File: config.mk
export PLATFORM = sky130hd
export DESIGN_NAME = interval_task_dispatcher
export DESIGN_NICKNAME = d
export VERILOG_FILES = /design/src/design/itd_pkg.sv /design/src/design/itd_cell.sv /design/src/design/itd_ctrl.sv /design/src/design/interval_task_dispatcher.sv
export SDC_FILE = /design/constraint.sdc
export NUM_CORES = 2
export LEC_CHECK = 0
export ABC_AREA = 0
export BUFFER_PORTS_ARGS = -buffer_cell sky130_fd_sc_hd__buf_4
export CAP_MARGIN = 20
export CORE_ASPECT_RATIO = 1.25
export CORE_MARGIN = 1
export CORE_UTILIZATION = 60
export CTS_CLUSTER_SIZE = 28
export DETAILED_ROUTE_END_ITERATION = 12
export PLACE_DENSITY = 0.77
export SLEW_MARGIN = 10
export SYNTH_ARGS = -nofsm -noshare
export SYNTH_HDL_FRONTEND = slang
export SYNTH_HIERARCHICAL = 1
export SYNTH_SLANG_ARGS = --single-unit
File: constraint.sdc
create_clock -name clk -period 13.4 [get_ports clk]
set_input_delay 2.01 -clock clk [delete_from_list [all_inputs] [get_ports clk]]
set_output_delay 2.01 -clock clk [all_outputs]
set_load 0.03 [all_outputs]
File: src/design/itd_pkg.sv
// Types and constants of the interval task dispatcher.
`timescale 1ns / 1ps

package itd_pkg;

  // Fixed field widths of the request and result.
  localparam int unsigned ACTION_W   = 3;
  localparam int unsigned TASK_IDX_W = 4;
  localparam int unsigned IVAL_W     = 32;
  localparam int unsigned CTIME_W    = 32;

  // Number of entries that a request can address.
  localparam int unsigned TASK_SLOTS = 1 << TASK_IDX_W;

  typedef enum logic [ACTION_W-1:0] {
    ACT_CREATE   = 3'd0,
    ACT_SET_IVAL = 3'd1,
    ACT_SET_ACT  = 3'd2,
    ACT_STAMP    = 3'd3,
    ACT_SCAN     = 3'd4
  } itd_action_t;

  typedef enum logic [1:0] {
    ST_IDLE,
    ST_SCAN,
    ST_FLUSH
  } itd_state_t;

  typedef struct packed {
    logic [ACTION_W-1:0]   action;
    logic [TASK_IDX_W-1:0] task_index;
    logic [IVAL_W-1:0]     interval;
    logic                  has_handler;
    logic                  active;
    logic [CTIME_W-1:0]    current_time;
  } itd_in_t;

  typedef struct packed {
    logic [TASK_IDX_W-1:0] fired_task;
    logic                  last_in_scan;
  } itd_out_t;

  // Write strobes and data broadcast from the sequencer to every cell.
  typedef struct packed {
    logic                  create;
    logic                  set_ival;
    logic                  set_act;
    logic                  stamp;
    logic [TASK_IDX_W-1:0] task_index;
    logic [IVAL_W-1:0]     interval;
    logic                  has_handler;
    logic                  active;
  } itd_cell_ctl_t;

endpackage

File: src/design/itd_cell.sv
// One task entry of the dispatcher chain with its scan token stage.
`timescale 1ns / 1ps

module itd_cell #(
  parameter int unsigned CELL_IDX  = 0,
  parameter int unsigned TIME_BITS = 32
) (
  input  logic                  clk,
  input  logic                  rst_n,
  input  itd_pkg::itd_cell_ctl_t ctl,
  input  logic [TIME_BITS-1:0]  now,
  input  logic [TIME_BITS-1:0]  scan_time,
  input  logic                  tok_in,
  output logic                  tok_out,
  output logic                  fire
);
  import itd_pkg::*;

  localparam int unsigned CMP_W       = (TIME_BITS > IVAL_W) ? TIME_BITS : IVAL_W;
  localparam bit          ADDRESSABLE = (CELL_IDX < TASK_SLOTS);

  logic                 tok_r;
  logic                 en_r, en_nxt;
  logic                 pres_r, pres_nxt;
  logic [TIME_BITS-1:0] last_fire_r, last_fire_nxt;
  logic [IVAL_W-1:0]    interval_r;
  logic                 sel;
  logic [TIME_BITS-1:0] elapsed;
  logic                 due;

  // Decode whether the request addresses this entry
  assign sel = ADDRESSABLE && (ctl.task_index == TASK_IDX_W'(CELL_IDX));

  // Wrapped elapsed time against the interval
  assign elapsed = scan_time - last_fire_r;
  assign due     = CMP_W'(elapsed) >= CMP_W'(interval_r);

  assign fire    = tok_r && en_r && pres_r && due;
  assign tok_out = tok_r;

  // Work out the flag and timestamp updates
  always_comb begin
    en_nxt        = en_r;
    pres_nxt      = pres_r;
    last_fire_nxt = last_fire_r;
    if (sel && ctl.create) begin
      en_nxt   = ctl.active;
      pres_nxt = ctl.has_handler;
    end
    if (sel && ctl.set_act) begin
      en_nxt = ctl.active;
    end
    if (ctl.stamp) begin
      last_fire_nxt = now;
    end else if (fire) begin
      last_fire_nxt = scan_time;
    end
  end

  // Hold the token, flags and timestamp
  always_ff @(posedge clk) begin
    if (!rst_n) begin
      tok_r       <= 1'b0;
      en_r        <= 1'b0;
      pres_r      <= 1'b0;
      last_fire_r <= '0;
    end else begin
      tok_r       <= tok_in;
      en_r        <= en_nxt;
      pres_r      <= pres_nxt;
      last_fire_r <= last_fire_nxt;
    end
  end

  // Interval is only read once the entry has been created
  always_ff @(posedge clk) begin
    if (sel && (ctl.create || ctl.set_ival)) begin
      interval_r <= ctl.interval;
    end
  end

endmodule

File: src/design/itd_ctrl.sv
// Request decoder and scan sequencer of the dispatcher.
`timescale 1ns / 1ps

module itd_ctrl #(
  parameter int unsigned TASK_COUNT = 16,
  parameter int unsigned TIME_BITS  = 32
) (
  input  logic                   clk,
  input  logic                   rst_n,
  input  logic                   start,
  input  itd_pkg::itd_in_t       in_item,
  input  logic                   any_fire,
  output logic                   busy,
  output logic                   launch,
  output itd_pkg::itd_cell_ctl_t ctl,
  output logic [TIME_BITS-1:0]   now,
  output logic [TIME_BITS-1:0]   scan_time,
  output logic                   out_strobe,
  output itd_pkg::itd_out_t      out_item
);
  import itd_pkg::*;

  localparam int unsigned POS_W = (TASK_COUNT > 1) ? $clog2(TASK_COUNT) : 1;
  localparam logic [POS_W-1:0] POS_LAST = POS_W'(TASK_COUNT - 1);

  itd_state_t            state_r, state_nxt;
  logic [POS_W-1:0]      pos_r, pos_nxt;
  logic [TIME_BITS-1:0]  scan_time_r, scan_time_nxt;
  logic                  pend_v_r, pend_v_nxt;
  logic [TASK_IDX_W-1:0] pend_idx_r, pend_idx_nxt;
  logic                  out_strobe_r, out_strobe_nxt;
  itd_out_t              out_item_r, out_item_nxt;
  logic                  accept;

  assign busy      = (state_r != ST_IDLE);
  assign accept    = start && !busy;
  assign now       = TIME_BITS'(in_item.current_time);
  assign scan_time = scan_time_r;
  assign out_strobe = out_strobe_r;
  assign out_item   = out_item_r;

  // Decode the accepted request into cell write strobes
  always_comb begin
    ctl.create      = 1'b0;
    ctl.set_ival    = 1'b0;
    ctl.set_act     = 1'b0;
    ctl.stamp       = 1'b0;
    ctl.task_index  = in_item.task_index;
    ctl.interval    = in_item.interval;
    ctl.has_handler = in_item.has_handler;
    ctl.active      = in_item.active;
    launch          = 1'b0;
    unique case (in_item.action)
      ACT_CREATE:   ctl.create   = accept;
      ACT_SET_IVAL: ctl.set_ival = accept;
      ACT_SET_ACT:  ctl.set_act  = accept;
      ACT_STAMP:    ctl.stamp    = accept;
      ACT_SCAN:     launch       = accept;
      default:      launch       = 1'b0;
    endcase
  end

  // Walk the token, hold one fire back so the last one can be flagged
  always_comb begin
    state_nxt      = state_r;
    pos_nxt        = pos_r;
    scan_time_nxt  = scan_time_r;
    pend_v_nxt     = pend_v_r;
    pend_idx_nxt   = pend_idx_r;
    out_strobe_nxt = 1'b0;
    out_item_nxt   = out_item_r;
    unique case (state_r)
      ST_IDLE: begin
        if (launch) begin
          state_nxt     = ST_SCAN;
          pos_nxt       = '0;
          scan_time_nxt = now;
          pend_v_nxt    = 1'b0;
        end
      end
      ST_SCAN: begin
        if (any_fire) begin
          if (pend_v_r) begin
            out_strobe_nxt            = 1'b1;
            out_item_nxt.fired_task   = pend_idx_r;
            out_item_nxt.last_in_scan = 1'b0;
          end
          pend_v_nxt   = 1'b1;
          pend_idx_nxt = TASK_IDX_W'(pos_r);
        end
        if (pos_r == POS_LAST) begin
          state_nxt = ST_FLUSH;
        end else begin
          pos_nxt = pos_r + 1'b1;
        end
      end
      ST_FLUSH: begin
        if (pend_v_r) begin
          out_strobe_nxt            = 1'b1;
          out_item_nxt.fired_task   = pend_idx_r;
          out_item_nxt.last_in_scan = 1'b1;
        end
        pend_v_nxt = 1'b0;
        state_nxt  = ST_IDLE;
      end
      default: begin
        state_nxt = ST_IDLE;
      end
    endcase
  end

  // Control registers
  always_ff @(posedge clk) begin
    if (!rst_n) begin
      state_r      <= ST_IDLE;
      pos_r        <= '0;
      pend_v_r     <= 1'b0;
      out_strobe_r <= 1'b0;
    end else begin
      state_r      <= state_nxt;
      pos_r        <= pos_nxt;
      pend_v_r     <= pend_v_nxt;
      out_strobe_r <= out_strobe_nxt;
    end
  end

  // Payload registers
  always_ff @(posedge clk) begin
    scan_time_r <= scan_time_nxt;
    pend_idx_r  <= pend_idx_nxt;
    out_item_r  <= out_item_nxt;
  end

endmodule

File: src/design/interval_task_dispatcher.sv
// Top level of the interval task dispatcher: sequencer and chain of task cells.
`timescale 1ns / 1ps

// Requests are taken when start is high and busy is low. Create, set interval,
// set active and stamp complete at the accepting edge and leave busy low, so
// one of them can be issued every cycle while no scan runs. A scan holds busy
// while a token walks the chain of task cells, one cell per cycle, and a
// final flush state emits the fire held back for the last-in-scan flag. Each fired
// task appears on out_item for exactly one cycle with out_strobe high, in
// index order, at most one per cycle; the receiver cannot stall it and must
// take it as it comes. The last fire of a scan may appear in the cycle after
// busy falls. No clearing pass runs after reset.
module interval_task_dispatcher #(
  parameter int unsigned TASK_COUNT = 16,
  parameter int unsigned TIME_BITS  = 32
) (
  input  logic              clk,
  input  logic              rst_n,
  input  logic              start,
  output logic              busy,
  input  itd_pkg::itd_in_t  in_item,
  output logic              out_strobe,
  output itd_pkg::itd_out_t out_item
);
  import itd_pkg::*;

  itd_cell_ctl_t           ctl;
  logic                    launch;
  logic                    any_fire;
  logic [TIME_BITS-1:0]    now;
  logic [TIME_BITS-1:0]    scan_time;
  logic [TASK_COUNT-1:0]   tok_vec;
  logic [TASK_COUNT-1:0]   fire_vec;

  itd_ctrl #(
    .TASK_COUNT (TASK_COUNT),
    .TIME_BITS  (TIME_BITS)
  ) u_ctrl (
    .clk        (clk),
    .rst_n      (rst_n),
    .start      (start),
    .in_item    (in_item),
    .any_fire   (any_fire),
    .busy       (busy),
    .launch     (launch),
    .ctl        (ctl),
    .now        (now),
    .scan_time  (scan_time),
    .out_strobe (out_strobe),
    .out_item   (out_item)
  );

  // Only the cell holding the token can fire
  assign any_fire = |fire_vec;

  // Chain of task cells, token enters at cell zero
  for (genvar i = 0; i < TASK_COUNT; i++) begin : g_cell
    logic tok_in;
    if (i == 0) begin : g_head
      assign tok_in = launch;
    end else begin : g_link
      assign tok_in = tok_vec[i-1];
    end

    itd_cell #(
      .CELL_IDX  (i),
      .TIME_BITS (TIME_BITS)
    ) u_cell (
      .clk       (clk),
      .rst_n     (rst_n),
      .ctl       (ctl),
      .now       (now),
      .scan_time (scan_time),
      .tok_in    (tok_in),
      .tok_out   (tok_vec[i]),
      .fire      (fire_vec[i])
    );
  end

endmodule

==> summary.txt <==
Die
  • Die Wd: 332.5 µm
  • Die footprint: 138,000 µm²
  • Initial Utilization: 60.48%
  • CORE AREA: 135,500 µm²
  • Rows: 151
  • Die height: 415.1 µm
  • IO Count: 83

Synthesis
  • Yosys top cell area share: 20.27%
  • Primary FF master, synth: dfxtp_1
  • EDFF count, synth: 553
  • Netlist cell types: 86
  • Cell area after synthesis: 81,920 µm²
  • Synthesized area per cell: 9.029 µm²
  • Count leader, synth: inv_1
  • Synthesized netlist cell count: 9,073
  • Ys Warns: 6
  • Post-synth top cells: 1,129 x inv_1, 1,016 x ha_1, 955 x a21oi_1, 808 x o21ai_0, 568 x dfxtp_1
  • Cell taking the most area after synthesis: edfxtp_1
  • Synth area leaders: edfxtp_1 20%, ha_1 16%, dfxtp_1 14%
  • Sequential fraction of the synthesis area: 34.15%
  • FFs w/ async S/R, synth: 0%
  • Post-synthesis register bit count: 1,121
  • Synth Net Count: 10,180

Worst setup path
  • Worst reg2reg path startpoint: u_ctrl/scan_time[12]
  • R2R cell count: 18
  • Crit path DAT: 8.47 ns
  • Startpoint types: flop
  • CP required: 13.89 ns
  • Crit end category: flop
  • Crit path to: u_ctrl/out_item[1]
  • Crit Path Category: flop to flop
  • R2r setup slk: 5.42 ns
  • CP startpoint: u_ctrl/scan_time[12]
  • Worst-path fanout max: 33
  • Reg-to-Reg End: u_ctrl/out_item[1]

STA
  • Hold Fails Final Rpt: 0
  • Setup TNS: 0 ns
  • Fmax: 125.4 MHz
  • Relative slew slack: 17.96%
  • Max-slew violations: 0
  • RSZ-0062 raised after global routing: false
  • Fin crit period: 7.977 ns
  • Setup violators final: 0
  • Final worst slack: 5.423 ns
  • Slew of the pin with the lowest slew margin: 1.231 ns
  • Final period util: 59.53%
  • Clock Skew: 0.03857 ns
  • Hold WS: 0.4271 ns

GRT
  • First-pass GRT wire length: 389.4 mm
  • Initial antenna violation count: 12
  • Largest net degree at the start of global routing: 136
  • Overall Global Routing Usage: 36.73%
  • Vias in the first global route: 67,840
  • GRT Residual Overflow: 0

Power
  • Max VDD drop: 0.1133 mV
  • Pwr Total: 9.856 mW
  • Leak Pwr: 34.82 nW
  • Power per Cell Area: 112.3 nW/µm²

Clocking
  • Max Root-Sink Buffers: 3
  • Post-CTS Setup Inserts: 0
  • Clock slew at reported path FFs: 0.07 ns
  • Clk sinks: 1,121
  • Hold-fix buffers at CTS: 0
  • CTS tree: yes
  • Root buffer cell: clkbuf_16
  • Later-pin clock latency in the skew report: 0.78 ns
  • H-tree depth: 3
  • Post_cts resized: 0
  • Total CTS buffers: 120

Detailed routing
  • Initial DRC Count: 5,795
  • DRT Wirelength: 259.8 mm
  • Drt pass-1 iters: 6
  • DR DRC count: 0
  • Drt wl/cell: 23.77 µm
  • Via count: 69,120
  • Via/cell ratio: 6.326
  • Post-route ant nets: 0

Cells and area
  • Design area: 87,760 µm²
  • Share of layout cells above drive strength 1: 6.266%
  • NumNets Final: 10,160
  • Area delta synth->final: 7.123%

Placement
  • Post-DP HPWL: 185.0 mm
  • Cell Area, Placed: 83,590 µm²
  • Pre-CTS setup slack: 6.013 ns
  • Gp weighted congestion: 1.014
  • Port bufs: 82

Worst hold path
  • Worst min path class: flop to flop

Status
  • Status: finished clean

Run
  • Max_cap viols: 0
stage by stage:
stage | util [%] | cells
floorplan | - | 9073
global placement | 61.71 | 10690
detailed placement | 61.71 | 10690
CTS | 64.77 | 10920
global route | 64.78 | 10920
finish | 64.78 | 10930
layout by cell type (no fill, tap or decap), drive strengths merged, types with 365 or more instances in the layout:
| cell type | n |
|---|---|
| inv | 1140 |
| ha | 1016 |
| a21oi | 983 |
| o21ai | 832 |
| dfxtp | 568 |
| edfxtp | 553 |
| nor2 | 431 |
| mux2i | 429 |
| a21o | 400 |
| nand2 | 365 |
cells by family (layout without fill, tap and decap cells):
logic type                 Yosys count  after routing  share of synthesized area [%]
AOI/OAI and AO/OA                 2910           2910                          22.09
xor gates and xnor gates           412            412                          4.405
adders and majority gates         1032           1032                          15.91
buffers and inverters             1477           1565                          7.725
DFF                               1121           1121                          34.15
muxes                              429            429                          5.242
other                                0              6                              0
and+or+nand+nor                   1692           1692                          10.48
report_power, final:
| group | total (mW) | internal [mW] | switching (mW) |
|---|---|---|---|
| combinational | 2.54 | 0.983 | 1.55 |
| clock | 3.54 | 2.05 | 1.50 |
| sequential | 3.77 | 3.71 | 0.0639 |
worst max-delay path, stage by stage, from the launching register on:
cell,delay [ns]
edfxtp_1,0.71
buf_4,0.40
ha_1,0.36
and3_1,0.25
and3b_1,0.20
a211oi_1,0.78
a21boi_1,0.23
nor2_1,0.35
ha_1,0.32
a21o_1,0.16
a21oi_1,0.95
o211ai_1,0.75
o21ai_1,0.44
a21oi_4,0.09
buf_4,0.34
nor4_1,0.31
nand4_1,0.36
and2_1,0.38
o21a_1,0.28
sequential cells by signal (all words and copies together), names as in the netlist:
name / flops
g_cell.u_cell/last_fire_r: 512
u_ctrl/scan_time: 32
u_ctrl/state_r: 2
u_ctrl/pos_r: 4
g_cell.u_cell/interval_r: 512
g_cell.u_cell/pres_r: 16
g_cell.u_cell/tok_out: 16
u_ctrl/out_strobe: 1
u_ctrl/out_item: 5
u_ctrl/pend_v_r: 1
u_ctrl/pend_idx_r: 4
g_cell.u_cell/en_r: 16
layer usage:
metal | global-route usage (%) | routed length (µm) | vias up
met5 | 0 | 0 | -
met3 | 4.979 | 18450 | 823
met4 | 27.18 | 20710 | 0
met1 | 41.16 | 95210 | 32810
li1 | - | - | 32780
met2 | 63.60 | 125400 | 2702
worst min path at each step:
stage | from | endpoint | slack [ns] | cells past startpoint
floorplan | u_ctrl/pend_idx_r[0] | u_ctrl/out_item[1] | 0.40 | 0
global placement | u_ctrl/pend_idx_r[3] | u_ctrl/out_item[4] | 0.42 | 0
detailed placement | u_ctrl/pend_idx_r[0] | u_ctrl/out_item[1] | 0.41 | 0
CTS | u_ctrl/pend_idx_r[3] | u_ctrl/out_item[4] | 0.43 | 0
global route | u_ctrl/pend_idx_r[0] | u_ctrl/out_item[1] | 0.44 | 0
finish | u_ctrl/pend_idx_r[0] | u_ctrl/out_item[1] | 0.43 | 0
final cells by class:
type / count / area (µm²)
fillers: 11170 / 47710
multi-input cells: 6475 / 47680
flip-flops and latches: 1121 / 27980
inverters: 1145 / 4298
clock buffers: 156 / 3336
well taps: 1759 / 2201
repair buffers: 191 / 1441
clock inverters: 73 / 813.3
diodes: 6 / 15.01
No activity file was read; power rests on OpenSTA's default activity.
